$ cat src/hw/rtl/lcbn_pkg.sv
// shared types and constants of the load-cell bias and noise calibrator
// no dependencies
package lcbn_pkg;

  localparam int WEIGHT_FRAC_BITS = 16;
  localparam int WSHIFT = 32 - WEIGHT_FRAC_BITS;
  localparam int FLOOR_SH = 2 * WEIGHT_FRAC_BITS - 32;
  localparam int FLOOR_L = (FLOOR_SH > 0) ? FLOOR_SH : 0;
  localparam int FLOOR_R = (FLOOR_SH < 0) ? -FLOOR_SH : 0;

  localparam logic [31:0] KG_RESET = 32'd400000;
  localparam logic [15:0] SAMPLES_RESET = 16'd1000;
  localparam logic [31:0] FLOOR_RESET = 32'd300648;

  localparam logic [1:0] REG_KG = 2'd0;
  localparam logic [1:0] REG_SAMPLES = 2'd1;
  localparam logic [1:0] REG_FLOOR = 2'd2;

  localparam logic [6:0] STEPS_MEAN = 7'd33;
  localparam logic [6:0] STEPS_VAR = 7'd64;
  localparam logic [6:0] STEPS_ROOT = 7'd32;

  typedef enum logic {
    MODE_DIV,
    MODE_SQRT
  } iter_mode_t;

  typedef struct packed {
    logic       start;
    iter_mode_t mode;
    logic [6:0] steps;
  } iter_req_t;

  typedef struct packed {
    logic [31:0] kg_per_lsb;
    logic [15:0] calib_samples;
    logic [31:0] variance_floor;
  } cfg_t;

  function automatic logic [63:0] floor_scale(input logic [31:0] v);
    return (64'(v) << FLOOR_L) >> FLOOR_R;
  endfunction

endpackage

$ cat src/hw/rtl/lcbn_cfg.sv
// apb register file: conversion factor, run length, variance floor
// depends on lcbn_pkg
module lcbn_cfg import lcbn_pkg::*; (
  input  logic        clk,
  input  logic        rst,
  input  logic        psel,
  input  logic        penable,
  input  logic        pwrite,
  input  logic [3:0]  paddr,
  input  logic [31:0] pwdata,
  output logic [31:0] prdata,
  output logic        pready,
  output cfg_t        cfg
);

  logic wr;

  assign pready = 1'b1;
  assign wr = psel && penable && pwrite;

  always_ff @(posedge clk) begin
    if (rst) begin
      cfg.kg_per_lsb <= KG_RESET;
      cfg.calib_samples <= SAMPLES_RESET;
      cfg.variance_floor <= FLOOR_RESET;
    end else if (wr) begin
      unique case (paddr[3:2])
        REG_KG:      cfg.kg_per_lsb <= pwdata;
        REG_SAMPLES: cfg.calib_samples <= pwdata[15:0];
        REG_FLOOR:   cfg.variance_floor <= pwdata;
        default: ;
      endcase
    end
  end

  always_comb begin
    unique case (paddr[3:2])
      REG_KG:      prdata = cfg.kg_per_lsb;
      REG_SAMPLES: prdata = {16'd0, cfg.calib_samples};
      REG_FLOOR:   prdata = cfg.variance_floor;
      default:     prdata = 32'd0;
    endcase
  end

endmodule

$ cat config.mk
export PLATFORM = sky130hd
export DESIGN_NAME = lcbn_cfg
export DESIGN_NICKNAME = d
export VERILOG_FILES = /design/src/hw/rtl/lcbn_pkg.sv /design/src/hw/rtl/lcbn_cfg.sv
export SDC_FILE = /design/constraint.sdc
export NUM_CORES = 1
export LEC_CHECK = 0
export BUFFER_PORTS_ARGS = -buffer_cell sky130_fd_sc_hd__buf_2
export CAP_MARGIN = 20
export CORE_ASPECT_RATIO = 0.9
export CORE_MARGIN = 2
export CORE_UTILIZATION = 52
export CTS_CLUSTER_SIZE = 14
export DETAILED_ROUTE_END_ITERATION = 8
export PLACE_DENSITY = 0.85
export SLEW_MARGIN = 10
export SYNTH_ARGS = -nofsm -noshare
export SYNTH_HDL_FRONTEND = slang
export SYNTH_SLANG_ARGS = --single-unit
$ cat constraint.sdc
create_clock -name clk -period 3.1 [get_ports clk]
set_input_delay 0.155 -clock clk [delete_from_list [all_inputs] [get_ports clk]]
set_output_delay 0.155 -clock clk [all_outputs]
set_load 0.005 [all_outputs]
### After elaboration in Yosys (flattened, before gate mapping)

Cells that the tools add are included.

* equality and inequality tests: 2
* mux-type cells: 1
* reductions and logical operators: 6

Operators with widths (number)
* 32-bit case mux with 3 select lines: 1
* 2-bit AND reduction: 3
* 2-bit by 1-bit equality test with 1-bit output (second input constant): 1
* 2-bit equality test (second input constant): 1
* 1-bit logical AND: 2
* 2-bit zero test: 1

* bits in registers: 80
* input bits: 41
* output and inout bits: 113

### Depth between registers and ports, before layout

* depth in word-level cells: 3
* mapped depth: 6
* mapped depth without buffers: 3

### Worst setup path after synthesis

OpenSTA, ideal clock, no wires.

* path type: input port to flip-flop
* start: input port paddr[3]
* end: register cfg[55] (netlist bit)
* setup time: 0.072 ns
* arrival: 1.088 ns
* data required time: 3.028 ns
* path slack: 1.940 ns
* stages: 4
* buffers on the path: 2
* cell sequence: buf_4 -> nor3_2 -> buf_6 -> mux2i_1

* word-level cells in the longest chain between the ends: 2

RTL lines
* from (decl): RTL line lcbn_cfg.sv:9 `input logic [3:0] paddr,`
* 2-bit zero test: RTL line lcbn_cfg.sv:27 `unique case (paddr[3:2])`
* 2-bit AND reduction (no line)
* to (decl): RTL line lcbn_cfg.sv:13 `output cfg_t cfg`

Every way passes these cells.
A chain may end at the register's enable or synchronous reset.

### Final worst setup path

* start: input port paddr[3]
* end: output port prdata[4]

* word-level cells in the longest chain between the ends: 2
* elaborated cells on any way between the ends: 4
* classes of those cells: 2 x eq/ne; 1 x mux; 1 x reduce/logical

RTL lines
* 2-bit equality test, or another cell as far along: RTL line lcbn_cfg.sv:37 `unique case (paddr[3:2])`
* 32-bit case mux with 3 select lines *: RTL line lcbn_cfg.sv:37
* to (decl): RTL line lcbn_cfg.sv:11 `output logic [31:0] prdata,`

Every way passes the cells marked *; elsewhere a longest branch is shown, timed or not.

==> summary.txt <==
Detailed routing
  – Detailed Route Iter0 Violations: 94
  – Remaining DRCs: 0
  – Final ANT Viol Nets: 0
  – Routed wire length per instance: 14.9 µm
  – WL final: 9.51 mm
  – Via Count: 3,289
  – Pre-antenna DRT Iters: 4
  – Drt via density: between 5 and 6

Setup path
  – Most frequent CP cell: buf_2
  – Worst Path Max Fanout: 38
  – CP endpoint kind: output pin
  – Dominant delay contributor by cell family on the critical path: buffers and inverters
  – Buf/Inv on CP: 3
  – Startpoint Class: input pin
  – Crit path kind: input pin to output pin
  – CP arrival: 1.65 ns
  – Critical path's slowest cell: buf_2
  – Required @ worst endpoint: 2.94 ns
  – Worst-path cell chain: buf_2 -> nor2b_1 -> buf_4 -> nand2_1 -> o21ai_0 -> buf_2
  – Max incr delay on CP: 0.69 ns

Die
  – Core Region: 0.00711 mm²
  – Die X: 94.8 µm
  – Die height: 85.8 µm
  – Rows: 29
  – Initial Util: 0.543
  – Ports: 154
  – Die area: ~0.0081 mm²

Synth
  – Yosys reg bits: 80
  – Synth area leaders: dfxtp_1 41%, mux2i_1 29%, nand2b_1 15%, nor2_1 4.7%, o21ai_0 2.1%
  – Sequential area share after synthesis: 0.415
  – Mapped Area: about 0.0039 mm²
  – Synthesized Nets: 443
  – Synth cell types: 18
  – Synth Instances: 402
  – Cell taking the most area after synthesis: dfxtp_1
  – Yosys warns: 0
  – Top-area cell type share of the netlist area: 0.415
  – Mean area per synthesized cell: roughly 9.6 µm²

Clocking
  – CTS tree: yes
  – Post-CTS Setup Bufs: 0
  – CTS Buf Count: 9
  – CTS H-Tree Depth: 3
  – Clk_lat worst skew: 0.33 ns
  – Clk slew on worst S/H paths: 0.08 ns
  – CTS Hold Bufs: 0
  – CTS Root Cell: clkbuf_8
  – Clk buf depth: 2
  – Clock sinks: 80
  – Post-cts resize count: 0

Layout
  – P&R area growth vs syn: 23.5%
  – NumNets Final: around 580
  – # diodes: 0
  – Largest register FFs: 80
  – Fin cells: 636
  – Most frequent cells in the layout: 150 x buf_2, 112 x mux2i_1, 90 x nand2b_1
  – Largest registers: cfg x80
  – Largest Register: cfg
  – Share of cells above drive strength 1: 0.319
  – Commonest non-fill, non-tap cell in the layout: buf_2

Pwr
  – PD cells: 395 mW/mm²
  – Maximum VDD drop: roughly 230 µV
  – Lkg Pwr: 0.00237 µW

GRT
  – Largest net degree at the start of global routing: 68
  – Initial antenna violation count: 0
  – GRT Residual Overflow: 0
  – First-pass GRT wire length: 15.2 mm
  – Global-route usage over all layers: 0.236
  – Vias in the first global route: 3,267

STA
  – Endpoints failing hold: 0
  – Final setup vio count: 0
  – Maximum clock frequency: between 0.5 and 0.6 GHz
  – Setup TNS: 0 ns
  – Slew @ Worst Pin: 0.925 ns
  – Relative slew margins: 0.384
  – RSZ-0062 raised after global routing: no
  – Final Skew: 0 ns
  – Tmin final: 1.80 ns
  – Max Slew Vio Count: 0
  – Period utilisation layout: 0.582

Placed design
  – HPWL Detailed: ~6.8 mm
  – Placed Cells: 622
  – RePlAce Congestion: 0.788
  – Buffers on Ports: 150

Flow run
  – Max-cap viol count: 0

Run status
  – Status: completed

Min path
  – Worst min path class: input pin to register
-- cell type report --
cell class,count,area (µm²)
clock buffers,13,149
clock inverters,1,5.00
fillers,608,2340
multi-input cells,291,2090
flip-flops and latches,80,1600
well taps,93,116
repair buffers,158,811
-- per-stage QoR --
stage / total power (µW) / hold slack [ns] / util / cell area (µm²) / setup WS [ns]
3_3_place_gp: 1260 / 0.418 / 0.649 / 4620 / 1.09
4_1_cts: 1900 / 0.0823 / 0.671 / 4770 / 1.30
5_1_grt: 1970 / 0.0907 / 0.671 / 4770 / 1.20
2_1_floorplan: 1200 / 0.310 / - / 3860 / 1.94
6_report: 1890 / 0.0931 / 0.671 / 4770 / 1.30
3_5_place_dp: 1270 / 0.437 / 0.649 / 4620 / 1.03
-- cells in the mapped netlist --
cell type and n:
nor3b_2 2, mux2i_1 112, dfxtp_1 80, nor3_2 1, nand4_1 1, conb_1 1, nand2_1 16, buf_4 4
clkbuf_1 13, nand2b_1 90, buf_2 9, o21ai_0 16, nor2b_1 1, nor2_1 48, or3b_1 1, or3_1 1
buf_6 5, nand3_2 1
-- report_power, final --
group,switching (µW),total [µW],internal [µW]
Combinational,101,194,93.0
Sequential,10.6,1050,1040
Clock,335,640,304
Total,447,1890,1440
-- worst min-delay path, stage by stage --
cell      delay [ns]
buf_2           0.10
nand2b_1        0.06
mux2i_1         0.06
-- path summary, 6_finish.rpt --
kind	start	end	slack [ns]	cells after the start
max	paddr[3]	prdata[4]	1.30	6
max reg2reg	cfg[39]	cfg[39]	2.42	2
min	pwdata[5]	cfg[53]	0.09	3
min reg2reg	cfg[31]	cfg[31]	0.49	2
-- cells by family after synthesis --
family / count (synthesis) / synth area share
AND/OR/NAND/NOR: 162 / 0.227
other: 1 / 0.000971
buffers and inverters: 31 / 0.0466
flip-flops: 80 / 0.415
AO/OA/AOI/OAI: 16 / 0.0207
multiplexers: 112 / 0.290
-- routing by layer --
layer,part of all wire,vias up,track usage
met1,0.44,1554,0.290
met4,0.027,0,0.101
met5,0,-,0
li1,-,1611,-
met2,0.49,102,0.411
met3,0.042,22,0.0351
(Power assumes the default switching activity.)
