$ cat src/hw/rtl/lcbn_pkg.sv
// shared types and constants of the load-cell bias and noise calibrator
// no dependencies
package lcbn_pkg;

  localparam int WEIGHT_FRAC_BITS = 16;
  localparam int WSHIFT = 32 - WEIGHT_FRAC_BITS;
  localparam int FLOOR_SH = 2 * WEIGHT_FRAC_BITS - 32;
  localparam int FLOOR_L = (FLOOR_SH > 0) ? FLOOR_SH : 0;
  localparam int FLOOR_R = (FLOOR_SH < 0) ? -FLOOR_SH : 0;

  localparam logic [31:0] KG_RESET = 32'd400000;
  localparam logic [15:0] SAMPLES_RESET = 16'd1000;
  localparam logic [31:0] FLOOR_RESET = 32'd300648;

  localparam logic [1:0] REG_KG = 2'd0;
  localparam logic [1:0] REG_SAMPLES = 2'd1;
  localparam logic [1:0] REG_FLOOR = 2'd2;

  localparam logic [6:0] STEPS_MEAN = 7'd33;
  localparam logic [6:0] STEPS_VAR = 7'd64;
  localparam logic [6:0] STEPS_ROOT = 7'd32;

  typedef enum logic {
    MODE_DIV,
    MODE_SQRT
  } iter_mode_t;

  typedef struct packed {
    logic       start;
    iter_mode_t mode;
    logic [6:0] steps;
  } iter_req_t;

  typedef struct packed {
    logic [31:0] kg_per_lsb;
    logic [15:0] calib_samples;
    logic [31:0] variance_floor;
  } cfg_t;

  function automatic logic [63:0] floor_scale(input logic [31:0] v);
    return (64'(v) << FLOOR_L) >> FLOOR_R;
  endfunction

endpackage

$ cat src/hw/rtl/lcbn_iter.sv
// shared shift-compare-subtract unit: restoring divide or bitwise square root
// depends on lcbn_pkg
module lcbn_iter import lcbn_pkg::*; (
  input  logic        clk,
  input  logic        rst,
  input  iter_req_t   req,
  input  logic [63:0] operand,
  input  logic [15:0] divisor,
  output logic        busy,
  output logic [63:0] result
);

  iter_mode_t  mode;
  logic [63:0] acc;
  logic [35:0] rem;
  logic [15:0] dvs;
  logic [6:0]  cnt;
  logic [35:0] rem_sh;
  logic [35:0] trial;
  logic [35:0] diff;
  logic        ge;

  always_comb begin
    if (mode == MODE_SQRT) begin
      rem_sh = {rem[33:0], acc[63:62]};
      trial = {1'b0, result[32:0], 2'b01};
    end else begin
      rem_sh = {rem[34:0], acc[63]};
      trial = {20'd0, dvs};
    end
    ge = rem_sh >= trial;
    diff = rem_sh - trial;
  end

  always_ff @(posedge clk) begin
    if (rst) begin
      busy <= 1'b0;
      cnt <= 7'd0;
    end else if (req.start) begin
      busy <= 1'b1;
      cnt <= req.steps;
      mode <= req.mode;
      acc <= operand;
      dvs <= divisor;
      rem <= 36'd0;
      result <= 64'd0;
    end else if (busy) begin
      acc <= (mode == MODE_SQRT) ? {acc[61:0], 2'b00} : {acc[62:0], 1'b0};
      rem <= ge ? diff : rem_sh;
      result <= {result[62:0], ge};
      cnt <= cnt - 7'd1;
      if (cnt == 7'd1) busy <= 1'b0;
    end
  end

endmodule

$ cat config.mk
export PLATFORM = sky130hd
export DESIGN_NAME = lcbn_iter
export DESIGN_NICKNAME = d
export VERILOG_FILES = /design/src/hw/rtl/lcbn_pkg.sv /design/src/hw/rtl/lcbn_iter.sv
export SDC_FILE = /design/constraint.sdc
export NUM_CORES = 1
export LEC_CHECK = 0
export BUFFER_PORTS_ARGS = -buffer_cell sky130_fd_sc_hd__buf_2
export CORE_AREA = 10 10 177 138
export DETAILED_ROUTE_END_ITERATION = 6
export DIE_AREA = 0 0 187 148
export PLACE_DENSITY = 0.73
export SLEW_MARGIN = 10
export SYNTH_ARGS = -nofsm -noshare
export SYNTH_HDL_FRONTEND = slang
export SYNTH_SLANG_ARGS = --single-unit
$ cat constraint.sdc
create_clock -name clk -period 8.6 [get_ports clk]
set_clock_uncertainty 0.2 [all_clocks]
set_input_delay 0 -clock clk [delete_from_list [all_inputs] [get_ports clk]]
set_output_delay 0 -clock clk [all_outputs]
set_load 0.02 [all_outputs]
After elaboration in Yosys (flattened, before gate mapping)
Index checks and enable logic that the tools add are counted.
{"block": "totals", "ff_bits": 188, "in_bits": 91, "wordCells": 28}
{"block": "op_classes", "n_addsub": 2, "magnitude_cmp": 1, "n_eq_ne": 1, "n_mux": 13, "n_bitwise": 1, "reduce_logical": 3}
{"operator": "64-bit two-way mux", "n": 4}
{"operator": "35-bit two-way mux", "n": 3}
{"operator": "36-bit by 35-bit >= comparator with 1-bit output", "n": 1}
{"operator": "36-bit two-way mux", "n": 1}
{"operator": "35-bit subtractor", "n": 1}
{"operator": "7-bit two-way mux", "n": 2}
{"operator": "7-bit by 1-bit == test with 1-bit output (second input constant)", "n": 1}
{"operator": "7-bit by 1-bit subtractor with 7-bit output (second input constant)", "n": 1}
{"operator": "2-bit AND reduction", "n": 2}
{"operator": "1-bit two-way mux", "n": 3}
{"operator": "2-bit nonzero test", "n": 1}
{"operator": "1-bit NOT", "n": 1}

Longest topological paths before layout
Gate-level depths: netlist (run 1).
{"block": "logic_depth", "word_depth": 4, "mapped_depth": 17, "depth_no_buf": 12}

Least setup slack after synthesis (run 1)
OpenSTA, ideal clock, no wires.
{"block": "synth_path", "path_type": "register -> register", "startpoint": "register busy", "endpoint": "register acc[0], enable pin", "setup_time_ps": 688, "arrival_time_ps": 7519, "t_required_ps": 7712, "path_slack_ps": 193, "path_stages_with_launch": 4, "synth_period_minus_slack_ps": 8407, "cell_sequence": "dfxtp_1 clkbuf_1 nor2_1 nor2_1"}
{"block": "synth_via", "elab_chain_len": 2}
{"element": "start: declaration", "line_no": "lcbn_iter.sv:9", "source": "output logic busy,"}
{"element": "start signal: assignment", "line_no": "lcbn_iter.sv:37", "source": "busy <= 1'b0;"}
{"element": "start signal: assignment", "line_no": "lcbn_iter.sv:40", "source": "busy <= 1'b1;"}
{"element": "start signal: assignment", "line_no": "lcbn_iter.sv:52", "source": "if (cnt == 7'd1) busy <= 1'b0;"}
{"element": "2-bit nonzero test (no source line)"}
{"element": "2-bit AND reduction (no source line)"}
{"element": "end signal: assignment", "line_no": "lcbn_iter.sv:43", "source": "acc <= operand;"}
{"element": "end signal: assignment", "line_no": "lcbn_iter.sv:48", "source": "acc <= (mode == MODE_SQRT) ? {acc[61:0], 2'b00} : {acc[62:0], 1'b0};"}
{"element": "end: declaration", "line_no": "lcbn_iter.sv:14", "source": "logic [63:0] acc;"}
Every way passes these cells.
A chain may end at the register's enable or synchronous reset.

Worst setup path in the final report (run 1)
{"block": "layout_path", "startpoint": "register mode", "endpoint": "register rem[0], data pin"}
{"block": "layout_via", "elab_chain_len": 4, "elab_cells_between_ends": 6, "classes_between": "1 x add/sub; 1 x order compare; 4 x mux"}
{"element": "start: declaration", "line_no": "lcbn_iter.sv:13", "source": "iter_mode_t mode;"}
{"element": "start signal: assignment", "line_no": "lcbn_iter.sv:42", "source": "mode <= req.mode;"}
{"element": "36-bit two-way mux or 35-bit two-way mux (tied branches)", "line_no": "lcbn_iter.sv:24", "source": "if (mode == MODE_SQRT) begin"}
{"element": "35-bit subtractor or 36-bit by 35-bit >= comparator with 1-bit output (tied branches)", "line_no": "lcbn_iter.sv:32, lcbn_iter.sv:31"}
{"element": "35-bit two-way mux *", "line_no": "lcbn_iter.sv:49", "source": "rem <= ge ? diff : rem_sh;"}
{"element": "35-bit two-way mux *", "line_no": "lcbn_iter.sv:47", "source": "end else if (busy) begin"}
{"element": "end signal: assignment", "line_no": "lcbn_iter.sv:49"}
{"element": "end: declaration", "line_no": "lcbn_iter.sv:15", "source": "logic [35:0] rem;"}
Mark *: on every way between the ends. The rest lies on a longest branch, timed or not. The select of a mux whose other input is x is not followed.

==> flow_results.xml, run 1 <==
<?xml version="1.0" encoding="UTF-8"?>
<metrics>
  <group name="worst_setup_path">
    <metric name="worst_ep_arrival_time" unit="ns">5.08</metric>
    <metric name="startpoint_type" unit="">flip-flop</metric>
    <metric name="cells_along_the_critical_path" unit="">buf_4, buf_4, mux2_2, ha_1, a21o_1, a211o_1, a31oi_1, nand3_1, buf_4, and3_1, a211oi_1</metric>
    <metric name="critical_path_required" unit="ns">8.66</metric>
    <metric name="end_kind" unit="">flip-flop</metric>
    <metric name="cp_max_stage_cell" unit="">buf_4</metric>
    <metric name="timing.setup.critical_path_class" unit="">reg2reg</metric>
    <metric name="crit_top_cell" unit="">buf_4</metric>
    <metric name="cp_slowest_stage_delay" unit="ns">0.90</metric>
    <metric name="critical_path_peak_fanout" unit="">68</metric>
  </group>
  <group name="sta">
    <metric name="worst_pin_slew" unit="ns">1.08</metric>
    <metric name="timing.final.hold_violations" unit="">4</metric>
    <metric name="grt_setup_unrepaired" unit="">false</metric>
    <metric name="max_freq" unit="MHz">199</metric>
    <metric name="fin_worst_hold_slack" unit="ns">-0.0368</metric>
    <metric name="period_utilisation_layout" unit="%">58.4</metric>
    <metric name="layout_min_cycle_time" unit="ns">5.02</metric>
    <metric name="final.setup.tns" unit="ns">0</metric>
    <metric name="timing.final.setup_violations" unit="">0</metric>
    <metric name="worst_rel_slew_slack" unit="%">27.7</metric>
    <metric name="final_max_slew_viol_count" unit="">0</metric>
  </group>
  <group name="final_layout">
    <metric name="num-nets-final" unit="">1375</metric>
    <metric name="combined_area_of_the_multi_input_logic_cells" unit="um^2">5060</metric>
    <metric name="share_of_cells_above_drive_strength_1" unit="%">19.4</metric>
    <metric name="num-fill-cells" unit="">1649</metric>
    <metric name="area_growth_syn_to_layout" unit="%">23.3</metric>
    <metric name="layout.area.seq" unit="um^2">5570</metric>
  </group>
  <group name="placement">
    <metric name="routabilityCongestion" unit="">0.931</metric>
    <metric name="place.detailed.hpwl" unit="mm">18.0</metric>
    <metric name="placement.io_buffers" unit="">155</metric>
  </group>
  <group name="synth">
    <metric name="synth_async_sr_flop_share" unit="%">0</metric>
    <metric name="synth_largest_type_area_fraction" unit="%">49.4</metric>
    <metric name="ys_seq_area_share" unit="%">50.9</metric>
    <metric name="synth.largest_area_cell" unit="">edfxtp_1</metric>
    <metric name="synth_top_cells_by_area" unit="">edfxtp_1 (49%), mux2i_1 (7.1%), o21ai_0 (5.2%), ha_1 (4.2%), nor2b_1 (4.0%)</metric>
    <metric name="synth_commonest_cells" unit="">edfxtp_1 (180), nand2_1 (113), o21ai_0 (113), a21oi_1 (78), mux2i_1 (78)</metric>
    <metric name="number_of_distinct_standard_cells_referenced_by_the_synthesized_netlist" unit="">61</metric>
    <metric name="synthMostInstantiatedCell" unit="">edfxtp_1</metric>
    <metric name="top_ff_cell_synth" unit="">edfxtp_1</metric>
    <metric name="postSynthAreaPerCell" unit="um^2">10.6</metric>
    <metric name="syn_nets" unit="">1164</metric>
    <metric name="number_of_enable_type_register_cells_in_the_synthesized_netlist" unit="">180</metric>
    <metric name="ys.warnings.count" unit="">0</metric>
    <metric name="syn_area" unit="um^2">10900</metric>
    <metric name="postSynthRegisterBits" unit="">188</metric>
    <metric name="syn-instance-count" unit="">1035</metric>
  </group>
  <group name="clocking">
    <metric name="cts_root_buf" unit="">clkbuf_16</metric>
    <metric name="htree_levels" unit="">4</metric>
    <metric name="max-clock-path-buffers" unit="">2</metric>
    <metric name="cts.repair.resized" unit="">0</metric>
    <metric name="holdBufCountCts" unit="">96</metric>
    <metric name="numCtsBuffers" unit="">17</metric>
    <metric name="cts_setup_buffers" unit="">0</metric>
    <metric name="clock_latency" unit="ns">0.46</metric>
    <metric name="cts_tree" unit="">yes</metric>
    <metric name="clk_transition_reported_paths" unit="ns">0.08</metric>
    <metric name="clock-sinks" unit="">188</metric>
  </group>
  <group name="outcome">
    <metric name="failed_checks" unit="">hold timing</metric>
    <metric name="status" unit="">complete, but fails checks</metric>
  </group>
  <group name="worst_hold_path">
    <metric name="hold_class" unit="">in2reg</metric>
  </group>
  <group name="global_route">
    <metric name="groute.usage.overall" unit="%">19.6</metric>
    <metric name="grt.overflow.total" unit="">0</metric>
    <metric name="grt_antenna_before_repair" unit="">3</metric>
    <metric name="first_global_vias" unit="">8520</metric>
    <metric name="grt_first_pass_wirelength" unit="mm">44.8</metric>
    <metric name="grt_max_degree" unit="">137</metric>
  </group>
  <group name="flow_run">
    <metric name="drv_cap" unit="">0</metric>
  </group>
  <group name="floorplanning">
    <metric name="core_region_area" unit="um^2">20800</metric>
    <metric name="die-height" unit="um">148</metric>
    <metric name="initial_core_util" unit="%">52.5</metric>
    <metric name="placementRows" unit="">46</metric>
    <metric name="ios" unit="">156</metric>
    <metric name="die_width" unit="um">187</metric>
    <metric name="area_of_the_die" unit="um^2">27700</metric>
  </group>
  <group name="routing">
    <metric name="postRouteAntennaNets" unit="">0</metric>
    <metric name="drc" unit="">0</metric>
    <metric name="vias_cell" unit="">5.68</metric>
    <metric name="vias" unit="">8799</metric>
    <metric name="totalWireLength" unit="mm">27.8</metric>
    <metric name="routed_wire_length_per_instance" unit="um">18.0</metric>
    <metric name="drt_iter0_markers" unit="">843</metric>
    <metric name="detail_route.first_pass.iterations" unit="">5</metric>
  </group>
  <group name="power">
    <metric name="total_power" unit="mW">2.88</metric>
    <metric name="vdd_drop_max" unit="mV">0.154</metric>
    <metric name="cellLeakagePower" unit="nW">5.36</metric>
    <metric name="power_per_cell_area" unit="nW/um^2">213</metric>
  </group>
</metrics>
## kinds of logic (layout without fill, tap and decap cells)
group / after synthesis / in the layout / share of synthesized area [%]
AO/OA/AOI/OAI: 264 / 264 / 14.0
XOR/XNOR: 22 / 22 / 1.76
adder cells (fa/ha/maj): 38 / 38 / 4.41
buffers and inverters: 85 / 309 / 3.08
flip-flops: 188 / 188 / 50.9
multiplexers: 113 / 113 / 10.7
other: 0 / 3 / 0
AND/OR/NAND/NOR: 325 / 325 / 15.1
## worst max-delay path, delay by kind of cell (launching register included)
family	cells	cell delay, ns
flops	1	0.35
buf+inv	3	1.65
mux	1	0.43
compound gates	4	1.03
fa+ha+maj	1	0.40
simple gates	2	0.71
## sequential cells by signal (all words and copies together) (netlist names)
register and flops:
cnt 7, busy 1, acc 64, dvs 16
result 64, rem 35, mode 1
## final cells by class
type                       count  area share [%]
antenna                        3          0.0556
clock buffer                  17            3.15
clock inverter                15            1.50
inverter                      19           0.529
multi-input combinational    762            37.5
sequential                   188            41.2
tap                          288            2.67
timing repair buffer         258            13.3
## per-layer routing
metal | vias to the layer above | GRT usage [%] | part of all wire (%)
met5 | - | 0 | 0
met4 | 0 | 5.59 | 1.7
met3 | 43 | 4.82 | 7.4
met2 | 324 | 30.0 | 44
met1 | 4161 | 26.9 | 46
li1 | 4271 | - | -
## power breakdown
part | internal (mW) | total (mW) | switching, mW
clock | 0.403 | 0.833 | 0.429
sequential | 1.11 | 1.15 | 0.0430
combinational | 0.366 | 0.888 | 0.522
## cell usage in the layout (no fill, tap or decap), types with 9 or more instances in the layout
| cell type | Yosys | routed |
|---|---|---|
| clkbuf_16 | 0 | 17 |
| mux2_2 | 34 | 34 |
| a211oi_1 | 10 | 10 |
| inv_1 | 19 | 19 |
| dlygate4sd3_1 | 0 | 96 |
| nand2_1 | 113 | 113 |
| buf_2 | 8 | 154 |
| o21ai_0 | 113 | 113 |
| xnor2_1 | 18 | 18 |
| a21oi_1 | 78 | 78 |
| a21o_1 | 14 | 14 |
| nand3_1 | 27 | 27 |
| nor3_1 | 17 | 17 |
| mux2i_1 | 78 | 78 |
| nor2_1 | 34 | 33 |
| edfxtp_1 | 180 | 180 |
| nand4_1 | 14 | 14 |
| nor2b_1 | 70 | 69 |
| nor4_1 | 9 | 9 |
| ha_1 | 37 | 37 |
## metrics by stage
stage          setup WS [ns]  cell area, um^2  instances  utilization (%)  hold slack [ns]
6_report                3.58            13500       1550             64.8          -0.0368
5_1_grt                 3.28            13500       1550             64.8           0.0611
4_1_cts                 3.59            13500       1547             64.7           0.0131
3_5_place_dp            3.60            11900       1419             57.1          -0.0219
3_3_place_gp            3.74            11900       1419             57.1          -0.0241
2_1_floorplan          0.193            10900       1035                -           -0.101
## worst paths after layout
check,depth (start not counted),end,slack [ns],start
max,11,rem[0],3.58,mode
min,2,result[33],-0.04,req[8]
min reg2reg,2,busy,0.36,cnt[6]
max reg2reg,11,rem[0],3.58,mode
Power figures use the tool's default switching activity.
==> run 2: changes to the inputs <==
Clock period 8.6 ns to 4.5 ns, I/O delays scaled along.
==> run 2 against run 1 <==
  * The run now ends clean
  * Worst setup slack worse by 3.1 ns
  * Total power grew 91%
  * Non-clock buffer count up 25
  * Sequential power increased by 92%
  * Sequential cell count unchanged
  * Routed wire length is 3.3% higher
  * Cell count up 1.7%
  * Via count rose by 1.6%
  * Maximum frequency is 26% higher
  * Largest cell class unchanged
  * Highest routed layer unchanged
==> flow_results.xml, run 2 (synthesized netlist as in run 1, its figures left out) <==
<?xml version="1.0" encoding="UTF-8"?>
<metrics>
  <group name="outcome">
    <metric name="status" unit="">finished clean</metric>
  </group>
  <group name="clocking">
    <metric name="max-clock-path-buffers" unit="">2</metric>
    <metric name="cts_tree" unit="">yes</metric>
    <metric name="clk_transition_reported_paths" unit="ns">0.08</metric>
    <metric name="cts_setup_buffers" unit="">0</metric>
    <metric name="htree_levels" unit="">4</metric>
    <metric name="clock-sinks" unit="">188</metric>
    <metric name="cts.repair.resized" unit="">0</metric>
    <metric name="cts_root_buf" unit="">clkbuf_16</metric>
    <metric name="numCtsBuffers" unit="">17</metric>
    <metric name="clock_latency" unit="ns">0.44</metric>
    <metric name="holdBufCountCts" unit="">116</metric>
  </group>
  <group name="power">
    <metric name="vdd_drop_max" unit="mV">0.263</metric>
    <metric name="cellLeakagePower" unit="nW">5.46</metric>
    <metric name="total_power" unit="mW">5.49</metric>
    <metric name="power_per_cell_area" unit="nW/um^2">400</metric>
  </group>
  <group name="routing">
    <metric name="met2_wirelength" unit="mm">13.0</metric>
    <metric name="met1Wirelength" unit="mm">13.3</metric>
    <metric name="drt_iter0_markers" unit="">753</metric>
    <metric name="highest_metal_layer_used_by_the_detailed_router" unit="">met4</metric>
    <metric name="vias" unit="">8944</metric>
    <metric name="totalWireLength" unit="mm">28.7</metric>
    <metric name="detail_route.first_pass.iterations" unit="">5</metric>
    <metric name="drc" unit="">0</metric>
    <metric name="postRouteAntennaNets" unit="">0</metric>
    <metric name="route.met3.wl" unit="mm">1.96</metric>
    <metric name="vias_cell" unit="">5.68</metric>
    <metric name="routed_wire_length_per_instance" unit="um">18.2</metric>
  </group>
  <group name="worst_setup_path">
    <metric name="cp_slowest_stage_delay" unit="ns">0.48</metric>
    <metric name="cells_along_the_critical_path" unit="">buf_12, mux2_2, ha_1, nand3_1, nor3b_1, nor4_1, a211oi_1, nand2b_1, a21oi_1, a311oi_1, o22ai_1</metric>
    <metric name="end_kind" unit="">flip-flop</metric>
    <metric name="worst_ep_arrival_time" unit="ns">3.95</metric>
    <metric name="timing.setup.critical_path_class" unit="">reg2reg</metric>
    <metric name="cp_max_stage_cell" unit="">a211oi_1</metric>
    <metric name="critical_path_peak_fanout" unit="">34</metric>
    <metric name="startpoint_type" unit="">flip-flop</metric>
    <metric name="critical_path_required" unit="ns">4.47</metric>
  </group>
  <group name="flow_run">
    <metric name="drv_cap" unit="">0</metric>
  </group>
  <group name="floorplanning">
    <metric name="die-height" unit="um">148</metric>
    <metric name="core_region_area" unit="um^2">20800</metric>
    <metric name="ios" unit="">156</metric>
    <metric name="die_width" unit="um">187</metric>
    <metric name="area_of_the_die" unit="um^2">27700</metric>
    <metric name="initial_core_util" unit="%">52.5</metric>
    <metric name="placementRows" unit="">46</metric>
  </group>
  <group name="final_layout">
    <metric name="num-nets-final" unit="">1400</metric>
    <metric name="final_common_cell" unit="">edfxtp_1</metric>
    <metric name="commonest_cells_after_routing_fill_and_taps_aside" unit="">edfxtp_1 (180), buf_2 (154), dlygate4sd3_1 (116), nand2_1 (113), o21ai_0 (113)</metric>
    <metric name="num-fill-cells" unit="">1642</metric>
    <metric name="area_growth_syn_to_layout" unit="%">25.3</metric>
    <metric name="share_of_cells_above_drive_strength_1" unit="%">19.3</metric>
    <metric name="layout_top_registers" unit="">acc: 64 flops, result: 64 flops, rem: 35 flops</metric>
  </group>
  <group name="global_route">
    <metric name="grt_max_degree" unit="">101</metric>
    <metric name="grt_antenna_before_repair" unit="">4</metric>
    <metric name="grt.overflow.total" unit="">0</metric>
    <metric name="grt_first_pass_wirelength" unit="mm">46.7</metric>
    <metric name="groute.usage.overall" unit="%">20.4</metric>
    <metric name="first_global_vias" unit="">8870</metric>
  </group>
  <group name="placement">
    <metric name="routabilityCongestion" unit="">0.956</metric>
    <metric name="place.detailed.hpwl" unit="mm">18.4</metric>
    <metric name="placement.io_buffers" unit="">155</metric>
  </group>
  <group name="sta">
    <metric name="final_max_slew_viol_count" unit="">0</metric>
    <metric name="layout_min_cycle_time" unit="ns">3.98</metric>
    <metric name="period_utilisation_layout" unit="%">88.4</metric>
    <metric name="grt_setup_unrepaired" unit="">false</metric>
    <metric name="worst_rel_slew_slack" unit="%">27.1</metric>
    <metric name="fin_worst_hold_slack" unit="ns">0.0610</metric>
    <metric name="timing.final.setup_violations" unit="">0</metric>
    <metric name="final.setup.tns" unit="ns">0</metric>
    <metric name="timing.final.hold_violations" unit="">0</metric>
    <metric name="max_freq" unit="MHz">251</metric>
    <metric name="worst_pin_slew" unit="ns">1.09</metric>
  </group>
  <group name="worst_hold_path">
    <metric name="hold_class" unit="">in2reg</metric>
  </group>
</metrics>
run 2: changes by cell type in the layout (fill, tap and decap cells not counted), sizes merged:
cell         delta
dlygate4sd3    +20
buf             +5
diode           +1
run 2: area by class of cell:
cell class / instances / area [um^2] / area share, %
Inverter: 19 / 71.3 / 0.520
Clock inverter: 15 / 165 / 1.20
Clock buffer: 17 / 425 / 3.10
Tap cell: 288 / 360 / 2.63
Timing Repair Buffer: 283 / 2060 / 15.0
Sequential cell: 188 / 5570 / 40.6
Multi-Input combinational cell: 762 / 5060 / 36.9
Antenna cell: 4 / 10.0 / 0.0730
run 2: stage by stage:
step,utilization [%],cells,cell area [um^2],setup WS (ns)
2_1_floorplan,-,1035,10900,0.259
3_3_place_gp,57.4,1424,12000,0.637
3_5_place_dp,57.4,1424,12000,0.565
4_1_cts,65.8,1572,13700,0.548
5_1_grt,65.8,1576,13700,0.294
6_report,65.8,1576,13700,0.523
run 2: power by group:
group	switching, mW	internal [mW]	leakage (nW)
Sequential	0.0851	2.12	1.81
Clock	0.771	0.750	0.285
Combinational	1.03	0.731	3.36
Total	1.88	3.60	5.46
run 2: layer usage:
metal	global-route usage, %	vias up
met3	5.24	41
met1	28.0	4279
li1	-	4318
met4	5.75	0
met5	0	-
met2	31.1	306
run 2: worst paths after layout:
check,from,end,slack (ns),cells after the start
setup / recovery,mode,rem[27],0.52,11
hold / removal,divisor[7],dvs[7],0.06,2
setup reg to reg,mode,rem[27],0.52,11
hold reg to reg,result[53],result[54],0.37,1
run 2: critical path, delay by kind of cell, from the launching register on:
family                     cells  cell delay [ns]
and+or+nand+nor                4             1.02
AOI/OAI and AO/OA              4             0.99
DFF                            1             0.45
adders and majority gates      1             0.40
muxes                          1             0.38
buffers and inverters          1             0.25
